==> config.mk <==
export PLATFORM = sky130hd
export DESIGN_NAME = step_response_scorer_core_flat
export DESIGN_NICKNAME = d
export VERILOG_FILES = /design/src/design/srs_pkg.sv /design/src/design/srs_if.sv /design/src/design/step_response_scorer_core.sv /design/src/flat_wrapper.sv
export SDC_FILE = /design/constraint.sdc
export NUM_CORES = 1
export LEC_CHECK = 0
export BUFFER_PORTS_ARGS = -buffer_cell sky130_fd_sc_hd__buf_2
export CORE_MARGIN = 2
export CORE_UTILIZATION = 34
export DETAILED_ROUTE_END_ITERATION = 7
export PLACE_DENSITY = 0.57
export SYNTH_ARGS = -nofsm -noshare
export SYNTH_HDL_FRONTEND = slang
export SYNTH_SLANG_ARGS = --single-unit
export TNS_END_PERCENT = 20
==> constraint.sdc <==
create_clock -name clk -period 14.3 [get_ports clk]
set_clock_uncertainty 0.1 [all_clocks]
set_input_delay 0.715 -clock clk [delete_from_list [all_inputs] [get_ports clk]]
set_output_delay 0.715 -clock clk [all_outputs]
set_load 0.05 [all_outputs]
==> src/design/srs_pkg.sv <==
`timescale 1ns / 1ps

package srs_pkg;

    // Widths of the fixed-point fields.
    localparam int SAMPLE_W = 32;
    localparam int SCORE_W  = 32;
    localparam int MARGIN_W = 31;
    localparam int SUM_W    = 46;
    localparam int STEP_W   = $clog2(SUM_W);

    // Saturation limit of the error accumulator and the penalty score (10000.0 in Q16.16).
    localparam logic [SUM_W-1:0]   SUM_MAX     = {SUM_W{1'b1}};
    localparam logic [SCORE_W-1:0] PENALTY_Q16 = 32'd655360000;

    // Reset values of the configuration registers.
    localparam logic signed [SAMPLE_W-1:0] REFERENCE_RST   = 32'sd0;
    localparam logic signed [SAMPLE_W-1:0] UPPER_BOUND_RST = 32'sd6554;
    localparam logic signed [SAMPLE_W-1:0] LOWER_BOUND_RST = -32'sd1310720;
    localparam logic [MARGIN_W-1:0]        MARGIN_RST      = 31'd720896;

    // Configuration register indexes.
    typedef enum logic [1:0] {
        REG_REFERENCE        = 2'd0,
        REG_UPPER_BOUND      = 2'd1,
        REG_LOWER_BOUND      = 2'd2,
        REG_OVERSHOOT_MARGIN = 2'd3
    } cfg_index_t;

    // Run verdict codes.
    typedef enum logic [1:0] {
        VERDICT_OK        = 2'd0,
        VERDICT_BOUND     = 2'd1,
        VERDICT_OVERSHOOT = 2'd2
    } verdict_t;

    // Sequencer states.
    typedef enum logic [1:0] {
        ST_IDLE,
        ST_DIVIDE,
        ST_FINISH
    } state_t;

    typedef logic signed [SAMPLE_W-1:0] sample_t;
    typedef logic [SCORE_W-1:0]         score_t;

endpackage

==> src/design/srs_if.sv <==
`timescale 1ns / 1ps

// Sample stream: one response sample per transaction.
interface srs_sample_if;
    import srs_pkg::*;

    logic    valid;
    logic    ready;
    sample_t sample;
    logic    last_sample;

    modport source (output valid, output sample, output last_sample, input ready);
    modport sink   (input valid, input sample, input last_sample, output ready);
endinterface

// Result stream: one score per finished run.
interface srs_score_if;
    import srs_pkg::*;

    logic     valid;
    logic     ready;
    score_t   score;
    verdict_t verdict;

    modport source (output valid, output score, output verdict, input ready);
    modport sink   (input valid, input score, input verdict, output ready);
endinterface

// Configuration write channel.
interface srs_cfg_if;
    import srs_pkg::*;

    logic       valid;
    logic       ready;
    cfg_index_t index;
    logic [SAMPLE_W-1:0] data;

    modport source (output valid, output index, output data, input ready);
    modport sink   (input valid, input index, input data, output ready);
endinterface

==> src/design/step_response_scorer_core.sv <==
`timescale 1ns / 1ps

// Step response scorer.
// The samples channel takes one signed Q16.16 sample per transaction, with
// last_sample set on the final sample of a run. A non-last sample leaves
// the block idle, so it is ready again in the next cycle. The last
// sample starts the scoring: a one-bit-per-cycle restoring divider
// forms the mean absolute error, then the finish state checks the bound
// window and the overshoot and loads the result register. After a run's
// last sample the samples channel is not ready until the result register
// is loaded.
// The scores channel presents score and verdict from an output register. When
// the receiver stalls, the result holds and the block keeps taking samples
// of the next run; once that run's last sample is taken and its mean is
// formed, the block stays busy until the held result is taken.
// The cfg channel is always ready and should only be written while the block
// is idle. Reset sets the cfg registers to defaults and opens an empty run.
module step_response_scorer_core #(
    parameter int MAX_RUN_LENGTH = 4096
) (
    input  logic          clk,
    input  logic          rst_n,
    srs_cfg_if.sink       cfg,
    srs_sample_if.sink    samples,
    srs_score_if.source   scores
);
    import srs_pkg::*;

    localparam int CNT_W = $clog2(MAX_RUN_LENGTH + 1);
    localparam logic [CNT_W-1:0] RUN_LIMIT = CNT_W'(MAX_RUN_LENGTH);

    // Configuration registers.
    sample_t               reference_reg;
    sample_t               upper_bound_reg;
    sample_t               lower_bound_reg;
    logic [MARGIN_W-1:0]   margin_reg;

    // Run state.
    state_t                state_reg, state_next;
    sample_t               first_reg, first_next;
    logic                  have_first_reg, have_first_next;
    sample_t               max_reg, max_next;
    sample_t               min_reg, min_next;
    logic [SUM_W-1:0]      sum_reg, sum_next;
    logic [CNT_W-1:0]      count_reg, count_next;
    logic [CNT_W-1:0]      rem_reg, rem_next;
    logic [STEP_W-1:0]     step_reg, step_next;

    // Output register.
    logic                  out_valid_reg, out_valid_next;
    score_t                score_reg, score_next;
    verdict_t              verdict_reg, verdict_next;

    // Datapath intermediates.
    logic                  sample_take;
    logic                  out_free;
    sample_t               base_max;
    sample_t               base_min;
    logic signed [SAMPLE_W:0] diff;
    logic [SAMPLE_W-1:0]   abs_diff;
    logic [SUM_W:0]        sum_add;
    logic [CNT_W:0]        trial;
    logic                  trial_ge;
    logic signed [SAMPLE_W+1:0] ref_plus;
    logic signed [SAMPLE_W+1:0] ref_minus;
    verdict_t              verdict_calc;
    score_t                mean_sat;

    assign cfg.ready      = 1'b1;
    assign samples.ready  = (state_reg == ST_IDLE);
    assign sample_take    = samples.valid && samples.ready;
    assign out_free       = !out_valid_reg || scores.ready;

    assign scores.valid   = out_valid_reg;
    assign scores.score   = score_reg;
    assign scores.verdict = verdict_reg;

    // Configuration writes.
    always_ff @(posedge clk or negedge rst_n)
    begin
        if (!rst_n)
        begin
            reference_reg   <= REFERENCE_RST;
            upper_bound_reg <= UPPER_BOUND_RST;
            lower_bound_reg <= LOWER_BOUND_RST;
            margin_reg      <= MARGIN_RST;
        end
        else if (cfg.valid && cfg.ready)
        begin
            unique case (cfg.index)
                REG_REFERENCE:        reference_reg   <= cfg.data;
                REG_UPPER_BOUND:      upper_bound_reg <= cfg.data;
                REG_LOWER_BOUND:      lower_bound_reg <= cfg.data;
                REG_OVERSHOOT_MARGIN: margin_reg      <= cfg.data[MARGIN_W-1:0];
                default:              ;
            endcase
        end
    end

    // Sequencer next state.
    always_comb
    begin
        state_next = state_reg;
        unique case (state_reg)
            ST_IDLE:
            begin
                if (sample_take && samples.last_sample)
                begin
                    state_next = ST_DIVIDE;
                end
            end
            ST_DIVIDE:
            begin
                if (step_reg == STEP_W'(SUM_W - 1))
                begin
                    state_next = ST_FINISH;
                end
            end
            ST_FINISH:
            begin
                if (out_free)
                begin
                    state_next = ST_IDLE;
                end
            end
            default: state_next = ST_IDLE;
        endcase
    end

    // Sample accumulation terms.
    always_comb
    begin
        base_max = have_first_reg ? max_reg : samples.sample;
        base_min = have_first_reg ? min_reg : samples.sample;
        diff     = {samples.sample[SAMPLE_W-1], samples.sample}
                 - {reference_reg[SAMPLE_W-1], reference_reg};
        abs_diff = diff[SAMPLE_W] ? SAMPLE_W'(-diff) : diff[SAMPLE_W-1:0];
        sum_add  = {1'b0, sum_reg} + {{(SUM_W + 1 - SAMPLE_W){1'b0}}, abs_diff};
    end

    // Divider step: one quotient bit per cycle, shifted into the sum register.
    always_comb
    begin
        trial    = {rem_reg, sum_reg[SUM_W-1]};
        trial_ge = (trial >= {1'b0, count_reg});
    end

    // Verdict and saturated mean from the finished run.
    always_comb
    begin
        ref_plus  = {{2{reference_reg[SAMPLE_W-1]}}, reference_reg}
                  + {3'b000, margin_reg};
        ref_minus = {{2{reference_reg[SAMPLE_W-1]}}, reference_reg}
                  - {3'b000, margin_reg};
        mean_sat  = (|sum_reg[SUM_W-1:SCORE_W]) ? {SCORE_W{1'b1}}
                                                 : sum_reg[SCORE_W-1:0];
        verdict_calc = VERDICT_OK;
        if (max_reg > upper_bound_reg || min_reg < lower_bound_reg)
        begin
            verdict_calc = VERDICT_BOUND;
        end
        else if (reference_reg > first_reg)
        begin
            if ($signed({{2{max_reg[SAMPLE_W-1]}}, max_reg}) > ref_plus)
            begin
                verdict_calc = VERDICT_OVERSHOOT;
            end
        end
        else if ($signed({{2{min_reg[SAMPLE_W-1]}}, min_reg}) < ref_minus)
        begin
            verdict_calc = VERDICT_OVERSHOOT;
        end
    end

    // Sequencer outputs and datapath register updates.
    always_comb
    begin
        first_next      = first_reg;
        have_first_next = have_first_reg;
        max_next        = max_reg;
        min_next        = min_reg;
        sum_next        = sum_reg;
        count_next      = count_reg;
        rem_next        = rem_reg;
        step_next       = step_reg;
        out_valid_next  = out_valid_reg && !scores.ready;
        score_next      = score_reg;
        verdict_next    = verdict_reg;

        unique case (state_reg)
            ST_IDLE:
            begin
                if (sample_take)
                begin
                    if (!have_first_reg)
                    begin
                        first_next = samples.sample;
                    end
                    have_first_next = 1'b1;
                    max_next = (samples.sample > base_max) ? samples.sample : base_max;
                    min_next = (samples.sample < base_min) ? samples.sample : base_min;
                    if (count_reg < RUN_LIMIT)
                    begin
                        sum_next   = sum_add[SUM_W] ? SUM_MAX : sum_add[SUM_W-1:0];
                        count_next = count_reg + 1'b1;
                    end
                    rem_next  = '0;
                    step_next = '0;
                end
            end
            ST_DIVIDE:
            begin
                rem_next  = trial_ge ? CNT_W'(trial - {1'b0, count_reg})
                                     : trial[CNT_W-1:0];
                sum_next  = {sum_reg[SUM_W-2:0], trial_ge};
                step_next = step_reg + 1'b1;
            end
            ST_FINISH:
            begin
                if (out_free)
                begin
                    out_valid_next  = 1'b1;
                    verdict_next    = verdict_calc;
                    score_next      = (verdict_calc == VERDICT_OK) ? mean_sat : PENALTY_Q16;
                    first_next      = '0;
                    have_first_next = 1'b0;
                    max_next        = '0;
                    min_next        = '0;
                    sum_next        = '0;
                    count_next      = '0;
                end
            end
            default: ;
        endcase
    end

    // Control registers.
    always_ff @(posedge clk or negedge rst_n)
    begin
        if (!rst_n)
        begin
            state_reg      <= ST_IDLE;
            have_first_reg <= 1'b0;
            first_reg      <= '0;
            max_reg        <= '0;
            min_reg        <= '0;
            sum_reg        <= '0;
            count_reg      <= '0;
            step_reg       <= '0;
            out_valid_reg  <= 1'b0;
        end
        else
        begin
            state_reg      <= state_next;
            have_first_reg <= have_first_next;
            first_reg      <= first_next;
            max_reg        <= max_next;
            min_reg        <= min_next;
            sum_reg        <= sum_next;
            count_reg      <= count_next;
            step_reg       <= step_next;
            out_valid_reg  <= out_valid_next;
        end
    end

    // Payload registers.
    always_ff @(posedge clk)
    begin
        rem_reg     <= rem_next;
        score_reg   <= score_next;
        verdict_reg <= verdict_next;
    end

endmodule
==> src/flat_wrapper.sv <==
// flat-port wrapper written by rule: the top's interface ports become plain ports
module step_response_scorer_core_flat import srs_pkg::*;
#(
    parameter int MAX_RUN_LENGTH = 4096
)
  (clk, rst_n, cfg_valid, cfg_index, cfg_data, cfg_ready, samples_valid, samples_sample, samples_last_sample, samples_ready, scores_valid, scores_score, scores_verdict, scores_ready);
  srs_cfg_if cfg_i ();
  srs_sample_if samples_i ();
  srs_score_if scores_i ();
  input  logic clk;
  input  logic rst_n;
  input wire logic [$bits(cfg_i.valid)-1:0] cfg_valid;
  input wire logic [$bits(cfg_i.index)-1:0] cfg_index;
  input wire logic [$bits(cfg_i.data)-1:0] cfg_data;
  output wire logic [$bits(cfg_i.ready)-1:0] cfg_ready;
  input wire logic [$bits(samples_i.valid)-1:0] samples_valid;
  input wire logic [$bits(samples_i.sample)-1:0] samples_sample;
  input wire logic [$bits(samples_i.last_sample)-1:0] samples_last_sample;
  output wire logic [$bits(samples_i.ready)-1:0] samples_ready;
  output wire logic [$bits(scores_i.valid)-1:0] scores_valid;
  output wire logic [$bits(scores_i.score)-1:0] scores_score;
  output wire logic [$bits(scores_i.verdict)-1:0] scores_verdict;
  input wire logic [$bits(scores_i.ready)-1:0] scores_ready;
  assign cfg_i.valid = cfg_valid;
  assign cfg_i.index = cfg_index;
  assign cfg_i.data = cfg_data;
  assign cfg_ready = cfg_i.ready;
  assign samples_i.valid = samples_valid;
  assign samples_i.sample = samples_sample;
  assign samples_i.last_sample = samples_last_sample;
  assign samples_ready = samples_i.ready;
  assign scores_valid = scores_i.valid;
  assign scores_score = scores_i.score;
  assign scores_verdict = scores_i.verdict;
  assign scores_i.ready = scores_ready;
  step_response_scorer_core #(.MAX_RUN_LENGTH(MAX_RUN_LENGTH)) u_core (.clk(clk), .rst_n(rst_n), .cfg(cfg_i), .samples(samples_i), .scores(scores_i));
endmodule
==> impl_metrics.env, run 1 <==
export IMPL_status="finished clean"
export IMPL_netlist_area_leader_share_pct=24.52
export IMPL_insertion_delay_ns=0.59
export IMPL_fp_dieArea_mm2=0.08305
export IMPL_r2r_slack_ns=6.94
export IMPL_synthFlopType="dfrtp_1"
export IMPL_place_hpwl_um=63400
export IMPL_power_leakage_nw=14.37
export IMPL_start_util_pct=34.20
export IMPL_fillCellCount=8163
export IMPL_syn_nets=3535
export IMPL_cts_hold_repair_buffers=0
export IMPL_end_kind="flop"
export IMPL_fin_cells=4244
export IMPL_cts_resized=0
export IMPL_drt_pass1_iterations=7
export IMPL_ys_async_sr_fraction_pct=86.14
export IMPL_detail_route_antenna_nets=0
export IMPL_drc_errors=0
export IMPL_synthDistinctLibCells=90
export IMPL_routed_top_layer="met4"
export IMPL_critPathKind="flop to flop"
export IMPL_area_growth_pct=11.62
export IMPL_met3RoutedLength_um=3830
export IMPL_overflow=0
export IMPL_cts_buffers=43
export IMPL_fin_setup_tns_ns=0
export IMPL_seq_area_frac_synth_pct=31.86
export IMPL_p_clk_share_pct=16.1
export IMPL_cts_tree="yes"
export IMPL_final_util_pct=38.17
export IMPL_yosys_warnings=0
export IMPL_syn_area_mm2=0.02746
export IMPL_wirelength_um=82810
export IMPL_final_common_cell="ha_1"
export IMPL_synth_top_area_cell="dfrtp_1"
export IMPL_cts_setup_buffers=0
export IMPL_nets=3593
export IMPL_die_w_um=288.2
export IMPL_combinationalPowerShare_pct=60.3
export IMPL_power_switching_mw=3.500
export IMPL_arrival_ns=7.70
export IMPL_largest_reg_flops=46
export IMPL_fp_row_count=104
export IMPL_p_int_mw=3.757
export IMPL_wire_per_inst_um=19.51
export IMPL_grt_max_degree=154
export IMPL_crit_fanout=19
export IMPL_seqCellArea_mm2=0.008751
export IMPL_p_per_area_mw_per_mm2=236.8
export IMPL_drv_cap=0
export IMPL_slew_headroom_pct=10.81
export IMPL_core_area_mm2=0.08029
export IMPL_die_height_um=288.2
export IMPL_maxSlewViolCount=0
export IMPL_multi_input_area_mm2=0.01742
export IMPL_ir_drop_uv=149.0
export IMPL_synthTopCellsByArea="dfrtp_1 25%, ha_1 17%, edfxtp_1 5.1%, a21oi_1 4.8%, mux2_2 4.0%"
export IMPL_clkTransAtPathRegs_ns=0.06
export IMPL_rsz0062_at_grt="no"
export IMPL_vias_per_cell=5.379
export IMPL_clock_sinks=339
export IMPL_setup_slack_ns=6.937
export IMPL_fin_area_mm2=0.03065
export IMPL_first_global_vias=22030
export IMPL_finalHoldViolations=0
export IMPL_wl_met2_um=37610
export IMPL_min_period_ns=7.363
export IMPL_mostFrequentLayoutCells="370 x ha_1, 268 x dfrtp_1, 265 x a21oi_1"
export IMPL_antenna_found_initial=5
export IMPL_avgSynthCellArea_um2=8.892
export IMPL_finalSetupViolations=0
export IMPL_gp_congestion=0.9177
export IMPL_vias=22830
export IMPL_ys_ff_latch=339
export IMPL_htreeDepth=2
export IMPL_fin_crit_sh_pct=51.49
export IMPL_root_buffer="clkbuf_16"
export IMPL_drive_gt1_share_pct=11.60
export IMPL_drtIter0Drc=1591
export IMPL_dpl_worst_slack_ns=6.670
export IMPL_dpl_instance_area_mm2=0.02912
export IMPL_grt_pass1_wl_um=130000
export IMPL_swShare_pct=48.23
export IMPL_clk_path_buf_depth=3
export IMPL_placed_cells=4161
export IMPL_reg2reg_from="u_core.reference_reg[6]"
export IMPL_port_buffers=107
export IMPL_syn_inst=3088
export IMPL_crit_required_ns=14.64
export IMPL_p_seq_share_pct=23.5
export IMPL_ioPinCount=109
export IMPL_synth_edf_count=47
export IMPL_r2r_cells=25
export IMPL_cp_start_kind="flop"
export IMPL_r2r_end="u_core.sum_reg[20]"
export IMPL_min_path_type="input port to async pin"
export IMPL_tightest_slew_ns=1.304
export IMPL_m1WireLength_um=39900
export IMPL_grtUsageTotal_pct=19.90
export IMPL_timing_fmax_ghz=0.1358
==> synth_stat cells, drive strengths merged, types with 30 or more instances <==
master and number:
a21oi 269, clkbuf 98, nand2b 66, edfxtp 47
a21o 126, o21ai 216, mux2 98, nand3 44
o211ai 36, dfrtp 269, o21bai 30, xor2 46
nor2 182, ha 370, nand2 255, nand4 57
nor2b 71, xnor2 108, nor3 49, inv 240
a22o 66
==> worst max path at each step <==
stage                                    end  slack, ns  cells after the start               startpoint
final                     u_core.sum_reg[20]       6.94                     25  u_core.reference_reg[6]
after global routing      u_core.sum_reg[21]       6.14                     25  u_core.reference_reg[6]
after CTS                 u_core.sum_reg[20]       7.04                     25  u_core.reference_reg[6]
after detailed placement  u_core.sum_reg[20]       6.67                     27        samples_sample[0]
after global placement    u_core.sum_reg[25]       6.82                     27        samples_sample[0]
after floorplan            u_core.sum_reg[2]       8.23                     24       samples_sample[11]
==> worst max-delay path, stage by stage (launching register included) <==
cell	delay [ns]
dfrtp_1	0.43
inv_1	0.16
ha_1	0.36
o21ai_0	0.22
a21o_1	0.24
a211oi_1	0.37
a21oi_2	0.20
nor3_1	0.22
nor3_1	0.09
o21ai_0	0.27
nand2_1	0.11
a31oi_1	0.59
a41oi_1	0.12
xor2_1	0.20
ha_1	0.37
a21o_1	0.20
a21oi_1	0.14
o21bai_1	0.08
a2111oi_0	0.66
o31ai_1	0.16
a21oi_1	0.47
o21bai_1	0.18
nand3_1	0.29
nand2_1	0.48
nor2_1	0.39
a21oi_1	0.11
==> kinds of logic after synthesis <==
family	Yosys count	share of synthesized area (%)
simple gates	831	14.95
mux	111	4.493
compound gates	920	21.61
xor+xnor	154	4.912
fa+ha+maj	375	17.22
other cells	1	0.01366
buf+inv	357	4.940
flops	339	31.86
==> stage by stage <==
step           hold slack, ns  power (mW)
6_report              0.05160       7.257
5_1_grt                0.1122       7.909
4_1_cts               0.08878       7.275
3_5_place_dp           0.3704       6.060
3_3_place_gp           0.3625       6.030
2_1_floorplan          0.3194       4.839
==> power by group through the flow <==
stage	Clock [mW]	Combinational [mW]	Sequential [mW]
3_3_place_gp	0	4.32	1.71
3_5_place_dp	0	4.34	1.72
4_1_cts	1.20	4.37	1.70
2_1_floorplan	0	3.19	1.65
5_1_grt	1.24	4.92	1.75
6_report	1.17	4.38	1.71
==> layout make-up <==
cell class	instances	area share, %
clock inverter	25	1.057
inverter	241	2.952
sequential	339	28.55
multi-input combinational	2392	56.83
antenna	3	0.02450
tap	1060	4.328
timing repair buffer	129	2.360
clock buffer	55	3.895
==> routing by layer <==
metal / vias to the layer above / track usage [%]
li1: 11240 / -
met1: 10990 / 28.43
met3: 77 / 2.141
met5: - / 0
met4: 0 / 4.301
met2: 524 / 32.42
Power figures use the tool's default switching activity.
==> inputs of run 2 (changes only) <==
--- a/config.mk
+++ b/config.mk
@@ -5,6 +5,7 @@
 export SDC_FILE = /design/constraint.sdc
 export NUM_CORES = 1
 export LEC_CHECK = 0
+export ABC_AREA = 1
 export BUFFER_PORTS_ARGS = -buffer_cell sky130_fd_sc_hd__buf_2
 export CORE_MARGIN = 2
 export CORE_UTILIZATION = 34
==> constraint.sdc (replaced) <==
create_clock -name clk -period 7.4 [get_ports clk]
set_clock_uncertainty 0.1 [all_clocks]
set_input_delay 0.37 -clock clk [delete_from_list [all_inputs] [get_ports clk]]
set_output_delay 0.37 -clock clk [all_outputs]
set_load 0.05 [all_outputs]
==> impl_metrics.env, run 2 <==
export IMPL_seq_area_frac_synth_pct=28.75
export IMPL_finalHoldViolations=0
export IMPL_wire_per_inst_um=17.78
export IMPL_cts_hold_repair_buffers=32
export IMPL_final_common_cell="nand2_1"
export IMPL_placed_cells=5607
export IMPL_hold_end="u_core.reference_reg[5]"
export IMPL_syn_inst=4425
export IMPL_fin_area_mm2=0.03426
export IMPL_synthFlopType="dfrtp_1"
export IMPL_cts_setup_buffers=0
export IMPL_drtIter0Drc=1990
export IMPL_die_w_um=303.1
export IMPL_cts_tree="yes"
export IMPL_ir_drop_uv=255.8
export IMPL_dpl_instance_area_mm2=0.03228
export IMPL_status="finished clean"
export IMPL_first_global_vias=28070
export IMPL_drc_errors=0
export IMPL_vias_per_cell=5.061
export IMPL_netlist_area_leader_share_pct=22.13
export IMPL_vias=28980
export IMPL_crit_fanout=27
export IMPL_maxSlewViolCount=0
export IMPL_root_buffer="clkbuf_16"
export IMPL_fp_row_count=109
export IMPL_clock_sinks=339
export IMPL_worstPathCellList="ha_1, a21oi_1, o21ai_0, a21oi_1, o31ai_1, nand3_1, a21oi_1, o21ai_0, a21oi_1, ha_1, nand2_1, nor2_1, nand4_1, nor4_1, o211ai_1, nand3_1, nand2_1, nand2_1, inv_1, nand2_1, nand2_2, nand2_2, nor2_1"
export IMPL_r2r_slack_ns=0.98
export IMPL_slew_headroom_pct=28.84
export IMPL_fp_dieArea_mm2=0.09189
export IMPL_fin_setup_tns_ns=0
export IMPL_detail_route_antenna_nets=0
export IMPL_min_from="cfg_data[5]"
export IMPL_r2r_cells=23
export IMPL_reg2reg_from="u_core.reference_reg[5]"
export IMPL_cpMaxStageDelayCell="nor4_1"
export IMPL_synth_top_area_cell="dfrtp_1"
export IMPL_grt_pass1_wl_um=158500
export IMPL_cts_buffers=46
export IMPL_power_leakage_nw=17.40
export IMPL_timing_fmax_ghz=0.1559
export IMPL_mostFrequentLayoutCells="1066 x nand2_1, 647 x inv_1, 414 x o21ai_0"
export IMPL_wirelength_um=101800
export IMPL_port_buffers=107
export IMPL_p_per_area_mw_per_mm2=452.8
export IMPL_synth_edf_count=47
export IMPL_tightest_slew_ns=1.058
export IMPL_rsz0062_at_grt="no"
export IMPL_critPathKind="flop to flop"
export IMPL_syn_nets=4872
export IMPL_syn_area_mm2=0.03042
export IMPL_clk_path_buf_depth=3
export IMPL_antenna_found_initial=4
export IMPL_drt_pass1_iterations=5
export IMPL_area_growth_pct=12.60
export IMPL_grt_max_degree=115
export IMPL_synth_most_common_cell="nand2_1"
export IMPL_ys_async_sr_fraction_pct=86.14
export IMPL_drive_gt1_share_pct=7.346
export IMPL_grtUsageTotal_pct=22.08
export IMPL_arrival_ns=6.63
export IMPL_end_kind="flop"
export IMPL_cp_start_kind="flop"
export IMPL_synthTopCellsByArea="dfrtp_1 22%, ha_1 15%, nand2_1 13%, inv_1 8.0%, o21ai_0 6.8%"
export IMPL_fin_cells=5726
export IMPL_finalSetupViolations=0
export IMPL_die_height_um=303.1
export IMPL_min_path_type="input port to flop"
export IMPL_yosys_warnings=0
export IMPL_drv_cap=0
export IMPL_ioPinCount=109
export IMPL_largest_reg_flops=46
export IMPL_place_hpwl_um=80350
export IMPL_hold_depth=3
export IMPL_min_period_ns=6.415
export IMPL_avgSynthCellArea_um2=6.876
export IMPL_cpPeakStageDelay_ns=0.81
export IMPL_gp_congestion=0.9984
export IMPL_nets=4969
export IMPL_fin_crit_sh_pct=86.69
export IMPL_r2r_end="u_core.scores.score[3]"
export IMPL_htreeDepth=2
export IMPL_clkTransAtPathRegs_ns=0.06
export IMPL_synthTopCellsByCount="1070 x nand2_1, 649 x inv_1, 414 x o21ai_0"
export IMPL_cts_resized=0
export IMPL_crit_required_ns=7.61
export IMPL_synthDistinctLibCells=63
export IMPL_overflow=0
export IMPL_ys_ff_latch=339
export IMPL_core_area_mm2=0.08851
export IMPL_start_util_pct=34.37
export IMPL_insertion_delay_ns=0.61
-- run 2: changes by cell type in the layout (fill, tap and decap cells not counted), moves of 71 or more --
| cell | delta |
|---|---|
| a21o_1 | -104 |
| a21oi_1 | +87 |
| inv_1 | +408 |
| mux2_2 | -98 |
| nand2_1 | +813 |
| nand3_1 | +156 |
| nor2_1 | +221 |
| nor2b_1 | -71 |
| o21ai_0 | +206 |
| xnor2_1 | -84 |
-- run 2: worst max-delay path by stage --
stage                       startpoint                 endpoint  cells past startpoint
2_1_floorplan        samples_sample[0]       u_core.sum_reg[38]                     31
3_3_place_gp   u_core.reference_reg[0]   u_core.scores.score[6]                     26
3_5_place_dp   u_core.reference_reg[0]   u_core.scores.score[3]                     26
4_1_cts        u_core.reference_reg[0]  u_core.scores.score[27]                     26
5_1_grt        u_core.reference_reg[0]  u_core.scores.score[27]                     26
6_report       u_core.reference_reg[5]   u_core.scores.score[3]                     23
-- run 2: cell families (layout without fill, tap and decap cells) --
logic type | Yosys count | after routing | share of synthesized area (%)
compound gates | 904 | 904 | 15.93
xor+xnor | 135 | 135 | 3.997
fa+ha+maj | 375 | 375 | 15.55
buf+inv | 797 | 932 | 9.952
flops | 339 | 339 | 28.75
other cells | 1 | 2 | 0.01233
simple gates | 1874 | 1874 | 25.81
-- run 2: per-layer routing --
layer	track usage, %	up-vias	routed length (µm)
met2	37.11	642	47560
met4	8.198	2	3943
li1	-	14690	-
met3	2.392	181	4703
met5	0	-	13
met1	29.22	13470	45590
-- run 2: cell type report --
type,count,area [µm²]
Sequential cell,339,8747
Inverter,667,2506
Clock inverter,27,360.3
Clock buffer,59,1292
Timing Repair Buffer,179,1179
Antenna cell,1,2.502
Fill cell,9381,54250
Tap cell,1165,1458
Multi-Input combinational cell,3289,18710
-- run 2: power by group --
| part | internal (mW) | switching [mW] | leakage (nW) | total [mW] |
|---|---|---|---|---|
| clock network | 1.49 | 0.949 | 0.798 | 2.44 |
| logic | 3.21 | 6.52 | 12.6 | 9.73 |
| registers | 2.63 | 0.721 | 4.03 | 3.35 |
| total | 7.32 | 8.19 | 17.4 | 15.5 |
-- run 2: worst max-delay path: cells and delay by family, from the launching register on --
kind,cells,cell delay [ns]
flip-flops,1,0.47
adder cells (fa/ha/maj),2,0.72
AO/OA/AOI/OAI,8,2.06
AND/OR/NAND/NOR,12,2.71
buffers and inverters,1,0.04
-- run 2: through the flow --
| step | total power, mW | utilization [%] | hold WS (ns) | setup slack [ns] |
|---|---|---|---|---|
| floorplan | 10.12 | - | -0.02559 | 2.990 |
| global placement | 12.93 | 36.47 | 0.2781 | 1.132 |
| detailed placement | 13.01 | 36.47 | 0.2802 | 1.066 |
| CTS | 15.55 | 38.70 | 0.001815 | 1.042 |
| global route | 17.04 | 38.70 | 0.02128 | 0.7718 |
| finish | 15.51 | 38.70 | 0.01763 | 0.9849 |
==> inputs of run 3 (changes only) <==
--- a/config.mk
+++ b/config.mk
@@ -7,8 +7,10 @@
 export LEC_CHECK = 0
 export ABC_AREA = 1
 export BUFFER_PORTS_ARGS = -buffer_cell sky130_fd_sc_hd__buf_2
+export CAP_MARGIN = 20
 export CORE_MARGIN = 2
 export CORE_UTILIZATION = 34
+export CTS_BUF_LIST = sky130_fd_sc_hd__clkbuf_2
 export DETAILED_ROUTE_END_ITERATION = 7
 export PLACE_DENSITY = 0.57
 export SYNTH_ARGS = -nofsm -noshare
==> impl_metrics.env, run 3 (synthesized netlist as in run 2, its figures left out) <==
export IMPL_status="finished clean"
export IMPL_maxSlewViolCount=0
export IMPL_drt_pass1_iterations=5
export IMPL_p_int_mw=6.480
export IMPL_ir_drop_uv=206.4
export IMPL_cts_buffers=103
export IMPL_fin_setup_tns_ns=0
export IMPL_root_buffer="clkbuf_2"
export IMPL_placed_cells=5607
export IMPL_drc_errors=0
export IMPL_wirelength_um=105200
export IMPL_reg2reg_from="u_core.reference_reg[0]"
export IMPL_cts_setup_buffers=0
export IMPL_cts_resized=0
export IMPL_r2r_slack_ns=1.03
export IMPL_crit_required_ns=8.26
export IMPL_rsz0062_at_grt="no"
export IMPL_clock_sinks=339
export IMPL_p_per_area_mw_per_mm2=422.8
export IMPL_overflow=0
export IMPL_dpl_instance_area_mm2=0.03228
export IMPL_min_path_type="input port to flop"
export IMPL_fin_cells=5953
export IMPL_m1WireLength_um=46770
export IMPL_place_hpwl_um=80350
export IMPL_timing_fmax_ghz=0.1571
export IMPL_first_global_vias=29330
export IMPL_p_seq_share_pct=22.8
export IMPL_ioPinCount=109
export IMPL_finalHoldViolations=0
export IMPL_final_common_cell="nand2_1"
export IMPL_worst_hold_slack_ns=0.2035
export IMPL_p_clk_share_pct=10.5
export IMPL_fin_crit_sh_pct=86.03
export IMPL_fp_dieArea_mm2=0.09189
export IMPL_swShare_pct=55.91
export IMPL_grt_pass1_wl_um=163600
export IMPL_cts_hold_repair_buffers=149
export IMPL_insertion_delay_ns=1.29
export IMPL_grt_max_degree=115
export IMPL_critPathKind="flop to flop"
export IMPL_wl_met2_um=49280
export IMPL_detail_route_antenna_nets=0
export IMPL_drive_gt1_share_pct=8.861
export IMPL_met3RoutedLength_um=5437
export IMPL_clk_path_buf_depth=3
export IMPL_vias_per_cell=5.033
export IMPL_core_area_mm2=0.08851
export IMPL_drv_cap=0
export IMPL_power_leakage_nw=17.84
export IMPL_nets=5143
export IMPL_total_power_mw=14.70
export IMPL_area_growth_pct=14.26
export IMPL_gp_congestion=0.9984
export IMPL_end_kind="flop"
export IMPL_grtUsageTotal_pct=22.93
export IMPL_arrival_ns=7.22
export IMPL_mostFrequentLayoutCells="1066 x nand2_1, 647 x inv_1, 414 x o21ai_0"
export IMPL_cts_tree="yes"
export IMPL_wire_per_inst_um=17.67
export IMPL_antenna_found_initial=5
export IMPL_largest_reg_flops=46
export IMPL_port_buffers=107
export IMPL_clkTransAtPathRegs_ns=0.09
export IMPL_r2r_cells=26
export IMPL_crit_path_start="u_core.reference_reg[0]"
export IMPL_power_switching_mw=8.216
export IMPL_die_w_um=303.1
export IMPL_combinationalPowerShare_pct=66.7
export IMPL_htreeDepth=3
export IMPL_hold_depth=6
export IMPL_fin_area_mm2=0.03476
export IMPL_slew_headroom_pct=28.39
export IMPL_routed_top_layer="met5"
export IMPL_tightest_slew_ns=1.064
export IMPL_die_height_um=303.1
export IMPL_vias=29960
export IMPL_cp_start_kind="flop"
export IMPL_min_period_ns=6.366
export IMPL_fp_row_count=109
export IMPL_start_util_pct=34.37
export IMPL_drtIter0Drc=2019
export IMPL_min_from="samples_sample[6]"
export IMPL_crit_fanout=27
export IMPL_finalSetupViolations=0
==> run 3: changes by cell type in the layout (fill, tap and decap cells not counted), sizes merged <==
cell / before / now
dlygate4sd3: 32 / 148
clkbuf: 59 / 154
clkinv: 16 / 39
bufinv: 7 / 1
clkinvlp: 5 / 1
diode: 1 / 3
buf: 147 / 148
==> run 3: cell type report <==
type,instances,area (µm²)
antenna,3,7.507
clock buffer,154,770.7
clock inverter,40,192.7
fill,9415,53750
inverter,667,2506
multi-input combinational,3289,18710
sequential,339,8747
tap,1165,1458
timing repair buffer,296,2367
==> run 3: per-layer routing <==
| metal | up-vias | global-route usage [%] |
|---|---|---|
| met2 | 766 | 38.61 |
| met3 | 186 | 2.927 |
| met5 | - | 0 |
| met1 | 13910 | 29.83 |
| met4 | 2 | 8.973 |
| li1 | 15100 | - |
==> run 3: per-stage QoR <==
step,worst slack [ns],util [%]
floorplan,2.990,-
global placement,1.132,36.47
detailed placement,1.066,36.47
CTS,1.049,39.27
global route,0.8028,39.27
finish,1.034,39.27
==> run 3: worst paths after layout <==
kind | endpoint
setup / recovery | u_core.scores.score[3]
hold / removal | u_core.min_reg[6]
setup reg to reg | u_core.scores.score[3]
hold reg to reg | u_core.lower_bound_reg[10]
max in group asynchronous | u_core.max_reg[25]
min in group asynchronous | u_core.sum_reg[5]
==> run 3: critical path, stage by stage (launching register included) <==
cell      delay [ns]
dfrtp_1         0.44
inv_1           0.14
ha_1            0.16
inv_1           0.06
fa_1            0.41
nand3_1         0.10
nand2_1         0.10
nand3_1         0.08
nand2_1         0.08
a21oi_1         0.36
o21ai_1         0.17
a21oi_1         0.29
o21ai_0         0.25
a21oi_1         0.25
xor2_1          0.11
ha_1            0.32
nand4_1         0.13
nor4_1          0.88
o211ai_1        0.47
nand3_1         0.21
nand2_1         0.06
nand2_1         0.05
inv_1           0.04
nand2_1         0.06
nand2_2         0.15
nand2_2         0.48
nor2_1          0.13
==> run 3: power by group through the flow <==
stage          registers [mW]  logic, mW  clock network, mW
2_1_floorplan            3.21       6.91                  0
3_5_place_dp             3.36       9.65                  0
3_3_place_gp             3.36       9.57                  0
6_report                 3.35       9.80               1.55
4_1_cts                  3.33       9.78               1.62
5_1_grt                  3.40       11.1               1.72
